File: config.mk
export PLATFORM = sky130hd
export DESIGN_NAME = arp_cache_with_aging_top
export DESIGN_NICKNAME = d
export VERILOG_FILES = /design/src/hdl/acwa_pkg.sv /design/src/hdl/acwa_entry_unit.sv /design/src/hdl/arp_cache_with_aging_top.sv
export SDC_FILE = /design/constraint.sdc
export NUM_CORES = 2
export LEC_CHECK = 0
export BUFFER_PORTS_ARGS = -buffer_cell sky130_fd_sc_hd__buf_4
export CAP_MARGIN = 40
export CORE_MARGIN = 4
export CORE_UTILIZATION = 30
export CTS_CLUSTER_DIAMETER = 30
export DETAILED_ROUTE_END_ITERATION = 12
export GPL_ROUTABILITY_DRIVEN = 0
export PLACE_DENSITY = 0.49
export RECOVER_POWER = 100
export SKIP_CTS_REPAIR_TIMING = 1
export SYNTH_ARGS = -nofsm -noshare
export SYNTH_HDL_FRONTEND = slang
export SYNTH_SLANG_ARGS = --single-unit
File: constraint.sdc
create_clock -name i_clk -period 11.6 [get_ports i_clk]
set_input_delay 0.58 -clock i_clk [delete_from_list [all_inputs] [get_ports i_clk]]
set_output_delay 0.58 -clock i_clk [all_outputs]
set_load 0.01 [all_outputs]
File: src/hdl/acwa_pkg.sv
// shared types and constants of the arp cache with aging
// no dependencies; imported by the top level and the entry compare unit
package acwa_pkg;

    localparam int ENTRIES_DEF = 16;
    localparam int IP_W        = 32;
    localparam int MAC_W       = 48;
    localparam int STAMP_W     = 32;
    localparam int AGE_W       = 16;

    localparam logic [AGE_W-1:0] MAX_AGE_RESET = 16'd300;

    localparam logic OP_LOOKUP = 1'b0;
    localparam logic OP_INSERT = 1'b1;

    typedef struct packed {
        logic [IP_W-1:0]    ip;
        logic [MAC_W-1:0]   mac;
        logic [STAMP_W-1:0] stamp;
    } t_entry;

    typedef struct packed {
        logic hit;
        logic stale;
        logic older;
    } t_cmp;

    typedef enum logic [2:0] {
        S_IDLE,
        S_EMPTY,
        S_RD,
        S_CMP,
        S_SH_RD,
        S_SH_WR,
        S_DONE
    } t_state;

endpackage

File: src/hdl/acwa_entry_unit.sv
// shared compare unit: key match, age check and oldest-stamp compare on one entry
// depends on acwa_pkg
module acwa_entry_unit
    import acwa_pkg::*;
(
    input  t_entry             i_entry,
    input  logic [IP_W-1:0]    i_key,
    input  logic [STAMP_W-1:0] i_now,
    input  logic [AGE_W-1:0]   i_max_age,
    input  logic [STAMP_W-1:0] i_best_stamp,
    output t_cmp               o_cmp
);

    logic [STAMP_W-1:0] age;

    // age wraps modulo 2^32
    assign age         = i_now - i_entry.stamp;
    assign o_cmp.hit   = (i_entry.ip == i_key);
    assign o_cmp.stale = (age >= STAMP_W'(i_max_age));
    assign o_cmp.older = (i_entry.stamp < i_best_stamp);

endmodule

File: src/hdl/arp_cache_with_aging_top.sv
// sequence: each entry is read (S_RD) and compared (S_CMP), or after a stale hit read (S_SH_RD)
//   and moved down (S_SH_WR), then the result is handed over (S_DONE); no entry is visited twice
// items: one at a time; the next item is taken once the result sits in the output register,
//   which holds it until the sink takes it
// reset: synchronous active low; clears the entry count, the sequencer and the
//   output valid, and sets the age limit to 300; the entry memory is not cleared
module arp_cache_with_aging_top
    import acwa_pkg::*;
#(
    parameter int ENTRIES = ENTRIES_DEF
) (
    input  logic               i_clk,
    input  logic               i_rst_n,
    // input item channel
    input  logic               i_in_valid,
    output logic               o_in_ready,
    input  logic               i_operation,
    input  logic [IP_W-1:0]    i_ip_address,
    input  logic [MAC_W-1:0]   i_mac_address,
    input  logic [STAMP_W-1:0] i_now_seconds,
    // result item channel
    output logic               o_out_valid,
    input  logic               i_out_ready,
    output logic               o_found,
    output logic [MAC_W-1:0]   o_mac_result,
    // age limit register
    input  logic               i_cfg_we,
    input  logic [AGE_W-1:0]   i_cfg_wdata
);

    localparam int IDX_W = (ENTRIES > 1) ? $clog2(ENTRIES) : 1;
    localparam int CNT_W = $clog2(ENTRIES + 1);
    localparam logic [CNT_W-1:0] FULL = CNT_W'(ENTRIES);

    // entry memory: one write port, one registered read port at r_idx
    t_entry r_mem [ENTRIES];
    t_entry r_rd_data;

    t_state             r_state, n_state;
    logic [AGE_W-1:0]   r_max_age;
    logic [CNT_W-1:0]   r_count, n_count;
    logic [IDX_W-1:0]   r_idx, n_idx;
    logic               r_op, n_op;
    logic [IP_W-1:0]    r_ip, n_ip;
    logic [MAC_W-1:0]   r_mac, n_mac;
    logic [STAMP_W-1:0] r_now, n_now;
    logic [IDX_W-1:0]   r_old_idx, n_old_idx;
    logic [STAMP_W-1:0] r_old_time, n_old_time;
    logic               r_res_found, n_res_found;
    logic [MAC_W-1:0]   r_res_mac, n_res_mac;
    logic               r_out_valid, n_out_valid;
    logic               r_found, n_found;
    logic [MAC_W-1:0]   r_mac_out, n_mac_out;

    logic               wr_en;
    logic [IDX_W-1:0]   wr_addr;
    t_entry             wr_data;
    t_cmp               cmp;
    logic [CNT_W-1:0]   idx_nxt;
    logic               last;
    logic               take_old;

    // one compare unit, reused for every entry the scan visits
    acwa_entry_unit u_unit (
        .i_entry      (r_rd_data),
        .i_key        (r_ip),
        .i_now        (r_now),
        .i_max_age    (r_max_age),
        .i_best_stamp (r_old_time),
        .o_cmp        (cmp)
    );

    assign idx_nxt  = CNT_W'(r_idx) + CNT_W'(1);
    assign last     = (idx_nxt == r_count);
    // lowest index wins a tie, so only a strictly older stamp replaces the pick
    assign take_old = (r_idx == '0) || cmp.older;

    always_ff @(posedge i_clk) begin
        if (wr_en) begin
            r_mem[wr_addr] <= wr_data;
        end
        r_rd_data <= r_mem[r_idx];
    end

    always_ff @(posedge i_clk) begin
        if (!i_rst_n) begin
            r_state     <= S_IDLE;
            r_count     <= '0;
            r_max_age   <= MAX_AGE_RESET;
            r_out_valid <= 1'b0;
        end else begin
            r_state     <= n_state;
            r_count     <= n_count;
            r_out_valid <= n_out_valid;
            if (i_cfg_we) begin
                r_max_age <= i_cfg_wdata;
            end
        end
    end

    // payload and scan registers
    always_ff @(posedge i_clk) begin
        r_idx       <= n_idx;
        r_op        <= n_op;
        r_ip        <= n_ip;
        r_mac       <= n_mac;
        r_now       <= n_now;
        r_old_idx   <= n_old_idx;
        r_old_time  <= n_old_time;
        r_res_found <= n_res_found;
        r_res_mac   <= n_res_mac;
        r_found     <= n_found;
        r_mac_out   <= n_mac_out;
    end

    always_comb begin
        n_state     = r_state;
        n_count     = r_count;
        n_idx       = r_idx;
        n_op        = r_op;
        n_ip        = r_ip;
        n_mac       = r_mac;
        n_now       = r_now;
        n_old_idx   = r_old_idx;
        n_old_time  = r_old_time;
        n_res_found = r_res_found;
        n_res_mac   = r_res_mac;
        n_found     = r_found;
        n_mac_out   = r_mac_out;
        n_out_valid = r_out_valid && !i_out_ready;
        o_in_ready  = 1'b0;
        wr_en       = 1'b0;
        wr_addr     = r_idx;
        wr_data     = '{ip: r_ip, mac: r_mac, stamp: r_now};

        case (r_state)
            S_IDLE: begin
                o_in_ready = 1'b1;
                if (i_in_valid) begin
                    n_op        = i_operation;
                    n_ip        = i_ip_address;
                    n_mac       = i_mac_address;
                    n_now       = i_now_seconds;
                    n_idx       = '0;
                    n_res_found = 1'b0;
                    n_res_mac   = '0;
                    n_state     = (r_count == '0) ? S_EMPTY : S_RD;
                end
            end
            S_EMPTY: begin
                // empty cache: lookup misses, insert lands in entry zero
                if (r_op == OP_INSERT) begin
                    wr_en   = 1'b1;
                    wr_addr = '0;
                    n_count = CNT_W'(1);
                end
                n_state = S_DONE;
            end
            S_RD: begin
                n_state = S_CMP;
            end
            S_CMP: begin
                if (cmp.hit) begin
                    if (r_op == OP_INSERT) begin
                        // refresh the existing mapping in place
                        wr_en   = 1'b1;
                        n_state = S_DONE;
                    end else if (!cmp.stale) begin
                        n_res_found = 1'b1;
                        n_res_mac   = r_rd_data.mac;
                        n_state     = S_DONE;
                    end else if (last) begin
                        n_count = r_count - CNT_W'(1);
                        n_state = S_DONE;
                    end else begin
                        // stale hit: close the gap by moving later entries down
                        n_idx   = IDX_W'(idx_nxt);
                        n_state = S_SH_RD;
                    end
                end else begin
                    if (take_old) begin
                        n_old_idx  = r_idx;
                        n_old_time = r_rd_data.stamp;
                    end
                    if (last) begin
                        if (r_op == OP_INSERT) begin
                            wr_en = 1'b1;
                            if (r_count != FULL) begin
                                wr_addr = IDX_W'(r_count);
                                n_count = r_count + CNT_W'(1);
                            end else begin
                                // full: evict the oldest stamp
                                wr_addr = take_old ? r_idx : r_old_idx;
                            end
                        end
                        n_state = S_DONE;
                    end else begin
                        n_idx   = IDX_W'(idx_nxt);
                        n_state = S_RD;
                    end
                end
            end
            S_SH_RD: begin
                n_state = S_SH_WR;
            end
            S_SH_WR: begin
                wr_en   = 1'b1;
                wr_addr = r_idx - IDX_W'(1);
                wr_data = r_rd_data;
                if (last) begin
                    n_count = r_count - CNT_W'(1);
                    n_state = S_DONE;
                end else begin
                    n_idx   = IDX_W'(idx_nxt);
                    n_state = S_SH_RD;
                end
            end
            S_DONE: begin
                // hand the result over once the output register is free
                if (!r_out_valid || i_out_ready) begin
                    n_out_valid = 1'b1;
                    n_found     = r_res_found;
                    n_mac_out   = r_res_mac;
                    n_state     = S_IDLE;
                end
            end
            default: begin
                n_state = S_IDLE;
            end
        endcase
    end

    assign o_out_valid  = r_out_valid;
    assign o_found      = r_found;
    assign o_mac_result = r_mac_out;

endmodule

Yosys cells after proc, flatten, opt, wreduce, memory -nomap -nowiden
Memories as Yosys holds them, arrays and structs flattened. A register that Yosys moved wholly into a read port is not among the register bits.
Cells that the tools add are included.
{ "totals": {"reg_bits": 276, "mem_bits_ro": 0, "mem_count": 1, "latch_bits": 0, "ram_bits": 1792, "elab_cells": 114, "inputBits": 134} }
{ "memory_table": {"columns": ["name", "depth", "word_bits", "rd", "rd_clocked_by_memory_dff", "write_ports", "line", "rtl"], "rows": [
  ["r_mem", 16, 112, 1, 1, 1, "arp_cache_with_aging_top.sv:36", "t_entry r_mem [ENTRIES];"]
]} }
{ "classes": {"add_sub_neg": 5, "n_reduce_logical": 19, "order_cmp": 2, "mul": 0, "shift": 0, "mux": 51, "n_eq_ne": 20, "bitwise_logic": 1, "div_mod_pow": 0} }
{ "op_table": {"columns": ["op", "count"], "rows": [
  ["48-bit 2-to-1 mux", 4],
  ["112-bit 2-to-1 mux", 1],
  ["48-bit case mux with 2 select lines", 1],
  ["4-bit 2-to-1 mux", 11],
  ["5-bit 2-to-1 mux", 8],
  ["32-bit equality test", 1],
  ["32-bit by 16-bit >= comparator with 1-bit output", 1],
  ["32-bit < comparator", 1],
  ["32-bit subtractor", 1],
  ["4-bit case mux with 3 select lines", 2],
  ["3-bit case mux with 7 select lines", 1],
  ["3-bit != test, second input constant", 5],
  ["5-bit case mux with 3 select lines", 1],
  ["1-bit 2-to-1 mux", 12],
  ["3-bit 2-to-1 mux", 4],
  ["2-bit != test, second input constant", 6],
  ["3-bit equality test, second input constant", 3],
  ["2-bit 2-to-1 mux", 4],
  ["2-bit AND reduction", 4],
  ["7-bit AND reduction", 1],
  ["3-bit by 2-bit equality test with 1-bit output, second input constant", 2],
  ["3-bit nonzero test", 2],
  ["4-bit by 1-bit adder with 5-bit output, second input constant", 1],
  ["5-bit by 1-bit adder with 5-bit output, second input constant", 1],
  ["18 further kinds", 20]
]} }

Depth between registers and ports, before layout
{ "depth": {"ltp_word": 8, "ltp_mapped": 20, "depth_no_buf": 20} }

By module
Synthesis repeated with hierarchy kept, for this count alone.
{ "hier_totals": {"hier_cells": 4536, "area_unflattened_um2": 84902.7} }
{ "by_module_without_submodules": {"columns": ["module", "seq_area_each_um2", "area_each_um2", "instances", "cells_each"], "rows": [
  ["arp_cache_with_aging_top", 64091.5, 81552.0, 1, 4051],
  ["acwa_entry_unit", 0.0, 3350.7, 1, 485]
]} }

Least setup slack after synthesis
No wires, ideal clock.
{ "synth_timing": {"path_kind": "reg2reg", "start": "register r_idx[0]", "end": "memory r_mem[4][0] (netlist name) (enable)", "path_stages_with_launch": 16, "period_less_slack_ns": 11.655, "arrival_time_ns": 10.935, "setup_time_ns": 0.720, "t_required_ns": 10.880, "setup_slack_ns": -0.055, "cell_sequence": "edfxtp_1 > clkbuf_1 > clkbuf_1 > clkbuf_1 > inv_1 > ha_1 > xor2_1 > nor4_1 > and2_1 > buf_2 > nand3_1 > o31ai_1 > a21oi_1 > a211oi_1 > nand3_1 > nor3_1"} }
{ "synth_between": {"elab_chain_cells": 8} }
{ "synth_rtl": {"columns": ["element", "line", "rtl"], "rows": [
  ["from (decl)", "arp_cache_with_aging_top.sv:42", "logic [IDX_W-1:0] r_idx, n_idx;"],
  ["from (signal assigned)", "arp_cache_with_aging_top.sv:103", "r_idx <= n_idx;"],
  ["parallel branches: the longest is 8 deep, another holds 4-bit by 1-bit adder with 5-bit output", null, null],
  ["to (decl)", "arp_cache_with_aging_top.sv:36", null]
]} }
Parallel ways; which one is timed is not known.

==> summary.txt <==
=================================================================================================
Outcome ............................................................................ complete, but fails checks
Violated checks .................................................................... max-capacitance violations, max-slew violations
Delay of the slowest cell on the worst path ........................................      5250 ps
Boundary pin count .................................................................          185
Share of flip-flops with an asynchronous set or reset after synthesis ..............            0
Average vias per placed instance ...................................................         4.74
Pwr Density ........................................................................  281 nW/um^2
Area leader, netlist ............................................................... sky130_fd_sc_hd__edfxtp_1
Max VDD drop .......................................................................       183 uV
Final layout net count .............................................................         4961
Buffers on Ports ...................................................................          184
Via count of the first global-routing pass .........................................        44245
Vias after detailed routing ........................................................        41929
Gate power share ...................................................................        0.220
Layout Area Growth over Synthesis ..................................................        26.7%
Reg clk slew, reported paths .......................................................        50 ps
Wire length of the first global-routing pass .......................................    313000 um
Most common cell after layout, fill and taps aside ................................. sky130_fd_sc_hd__edfxtp_1
Tcrit/Tclk final ...................................................................        0.742
TritonCTS clock tree ...............................................................        built
Storage cell area ..................................................................   64100 um^2
Die Outline Area ...................................................................  289000 um^2
Unrepaired setup endpoints after global routing ....................................        false
P_sw ...............................................................................    0.00825 W
Max Root-Sink Buffers ..............................................................            4
Largest net degree at the start of global routing ..................................          131
Crit path required time ............................................................     12350 ps
Std-Cell Core Area .................................................................  279000 um^2
Post-Place Cells ...................................................................         7899
Cell row count .....................................................................          194
Total global routing track utilization .............................................        0.146
Critical path data arrival time ....................................................      9350 ps
CTS HTree Levels ...................................................................            5
Sequential element share of the synthesized area ...................................        0.763
Avg Cell Area, Syn .................................................................    20.7 um^2
Nets in the synthesized netlist ....................................................         4280
Type of the worst setup path .......................................................      reg2reg
Kind of start point of the critical path ...........................................     register
Number of clock sinks ..............................................................         2180
Post-synthesis register bit count ..................................................         2180
Commonest cells after routing, fill and taps aside ................................. 2043 x sky130_fd_sc_hd__edfxtp_1, 560 x sky130_fd_sc_hd__mux4_2, 443 x sky130_fd_sc_hd__clkbuf_16, 344 x sky130_fd_sc_hd__nand2_1, 223 x sky130_fd_sc_hd__clkbuf_1
Max-slew violation count ...........................................................         2131
Total of fill cells in the finished design .........................................        25406
Area of the multi-input gates ......................................................   18800 um^2
Number of CTS-inserted buffers .....................................................          437
Switching fraction of total power ..................................................        0.276
Reg power frac .....................................................................        0.352
Root buf cell ...................................................................... sky130_fd_sc_hd__clkbuf_16
Die Y-Extent .......................................................................       537 um
Critical Path, Cell by Cell ........................................................ buf_4, buf_4, buf_16, clkdlybuf4s25_1, mux4_2, mux4_2
Slew Limit Headroom ................................................................        -3.80
Proportion of netlist area held by the largest area contributor ....................        0.730
Antenna violations before repair ...................................................           14
Clock insertion delay at the later pin of the skew report ..........................       880 ps
Number of iterations in the first detailed-routing pass ............................            6
Netlist area before placement ......................................................   84000 um^2
Final hold viol count ..............................................................            0
Synthesized instance count .........................................................         4062
DRC ................................................................................            0
Post-synth EDFFs ...................................................................         2043
Leak Pwr ...........................................................................      35.3 nW
Final global-route overflow total ..................................................            0
Total detailed-routing wirelength ..................................................    214000 um
Tmin final .........................................................................      8600 ps
Kind of path behind the tightest hold check ........................................       in2reg
Die extent in x ....................................................................       537 um
Number of maximum-capacitance constraint violations ................................           46
Count of endpoints failing setup in the final report ...............................            0
CP max stage cell .................................................................. sky130_fd_sc_hd__clkdlybuf4s25_1
Total internal power ...............................................................     0.0216 W
Most frequently used flop master after synthesis ................................... sky130_fd_sc_hd__edfxtp_1
Crit Path Max Fanout ...............................................................          121
Antenna violation net count after detailed routing .................................            0
Number of design-rule violations left by the first detailed-router iteration .......         3200
Fmax ...............................................................................      116 MHz
Yosys warnings .....................................................................            0
Routed length per instance .........................................................      24.2 um
Element type at the critical path end ..............................................     register
Half-perimeter wire length of the detailed placement result ........................    117000 um
Final Cell Area ....................................................................  106000 um^2
Initial Utilization ................................................................        0.301
Non-filler cells in the finished layout ............................................         8842
Share of layout cells above drive strength 1 .......................................        0.279
Number of distinct library cell variants in the gate-level netlist after synthesis .           69
Slew at the pin with the worst max-slew slack ......................................      7200 ps
Top area cells in the synthesized netlist .......................................... sky130_fd_sc_hd__edfxtp_1 73%, sky130_fd_sc_hd__mux4_2 15%, sky130_fd_sc_hd__dfxtp_1 3.3%
Clock network fraction of total power ..............................................        0.428
Placed Instance Area ...............................................................   91000 um^2
Skew final .........................................................................      68.0 ps
=================================================================================================
-- cells by family (layout without fill, tap and decap cells) --
| family | count (synthesis) | after routing | share of synthesized area |
|---|---|---|---|
| muxes | 576 | 576 | 0.152 |
| and+or+nand+nor | 608 | 608 | 0.0328 |
| buffers and inverters | 291 | 1345 | 0.0133 |
| AOI/OAI and AO/OA | 263 | 263 | 0.0204 |
| xor gates and xnor gates | 60 | 60 | 0.00625 |
| adders and majority gates | 84 | 84 | 0.0126 |
| other | 0 | 2 | 0 |
| DFF | 2180 | 2180 | 0.763 |
-- worst paths after layout --
path | cells after the start | endpoint | from | slack [ps]
max | 6 | r_rd_data[1]$_DFF_P_ | r_idx[1]$_SDFFCE_PN0P_ | 3000
min | 2 | r_max_age[2]$_SDFFE_PN1P_ | i_rst_n | 140
max reg2reg | 6 | r_rd_data[1]$_DFF_P_ | r_idx[1]$_SDFFCE_PN0P_ | 3000
min reg2reg | 0 | o_mac_result[27]$_DFFE_PP_ | r_res_mac[27]$_SDFFCE_PN0P_ | 420
-- power groups by stage --
stage / clock network (W) / logic (W) / registers [W]
2_1_floorplan: 0 / 0.00436 / 0.0105
3_3_place_gp: 0 / 0.00651 / 0.0106
3_5_place_dp: 0 / 0.00666 / 0.0106
4_1_cts: 0.0131 / 0.00669 / 0.0105
5_1_grt: 0.0135 / 0.00718 / 0.0106
6_report: 0.0128 / 0.00656 / 0.0105
-- synth_stat cells (6+ instances only) --
library cell	instances
sky130_fd_sc_hd__buf_2	14
sky130_fd_sc_hd__inv_1	99
sky130_fd_sc_hd__nor2b_1	18
sky130_fd_sc_hd__nor2_1	59
sky130_fd_sc_hd__xnor2_1	49
sky130_fd_sc_hd__edfxtp_1	2043
sky130_fd_sc_hd__a211o_1	7
sky130_fd_sc_hd__nor4_1	8
sky130_fd_sc_hd__nand2b_1	12
sky130_fd_sc_hd__buf_1	28
sky130_fd_sc_hd__mux2i_1	15
sky130_fd_sc_hd__nand2_1	344
sky130_fd_sc_hd__xor2_1	11
sky130_fd_sc_hd__nand3_1	27
sky130_fd_sc_hd__mux4_2	560
sky130_fd_sc_hd__or3_1	6
sky130_fd_sc_hd__o211ai_1	18
sky130_fd_sc_hd__o21a_1	12
sky130_fd_sc_hd__dfxtp_1	137
sky130_fd_sc_hd__nor3_1	37
sky130_fd_sc_hd__o21ai_0	69
sky130_fd_sc_hd__a21o_1	20
sky130_fd_sc_hd__a21oi_1	67
sky130_fd_sc_hd__and2_1	53
sky130_fd_sc_hd__a211oi_1	8
sky130_fd_sc_hd__clkbuf_1	148
sky130_fd_sc_hd__nand4_1	25
sky130_fd_sc_hd__ha_1	83
-- layer usage --
| layer | track usage | up-vias | share of wire |
|---|---|---|---|
| met3 | 0.0249 | 355 | 0.045 |
| met4 | 0.0397 | 0 | 0.025 |
| met5 | 0 | - | 0 |
| li1 | - | 18155 | - |
| met1 | 0.202 | 22306 | 0.45 |
| met2 | 0.239 | 1113 | 0.48 |
-- critical path, delay by kind of cell, from the launching register on --
kind	cells	cell delay [ps]
buffers and inverters	4	6380
flip-flops	1	320
multiplexers	2	1560
-- state kept, by name, summed over array words and instances, names as in the netlist, 4 cells and up --
name / count
r_mac: 48
r_rd_data: 112
r_max_age: 16
r_idx: 4
r_count: 5
r_old_time: 32
r_now: 32
r_mem: 1792
o_mac_result: 48
r_old_idx: 4
r_res_mac: 48
r_ip: 32
-- through the flow --
stage	setup WS (ps)	power, W	hold slack, ps	TNS, ps	utilization
CTS	4950	0.0302	-221	0	0.380
global placement	4630	0.0171	401	0	0.324
global route	2270	0.0313	112	0	0.381
floorplan	-54.6	0.0149	400	-56250	-
detailed placement	5030	0.0173	406	0	0.326
finish	3000	0.0299	144	0	0.381
-- cell type report --
cell class,instances,share of cell area
Tap cell,3724,0.0438
Antenna cell,2,0.0000470
Multi-Input combinational cell,1591,0.177
Timing Repair Buffer,433,0.0304
Inverter,100,0.00360
Sequential cell,2180,0.602
Clock inverter,296,0.0353
Clock buffer,516,0.108
(Power assumes the default switching activity.)
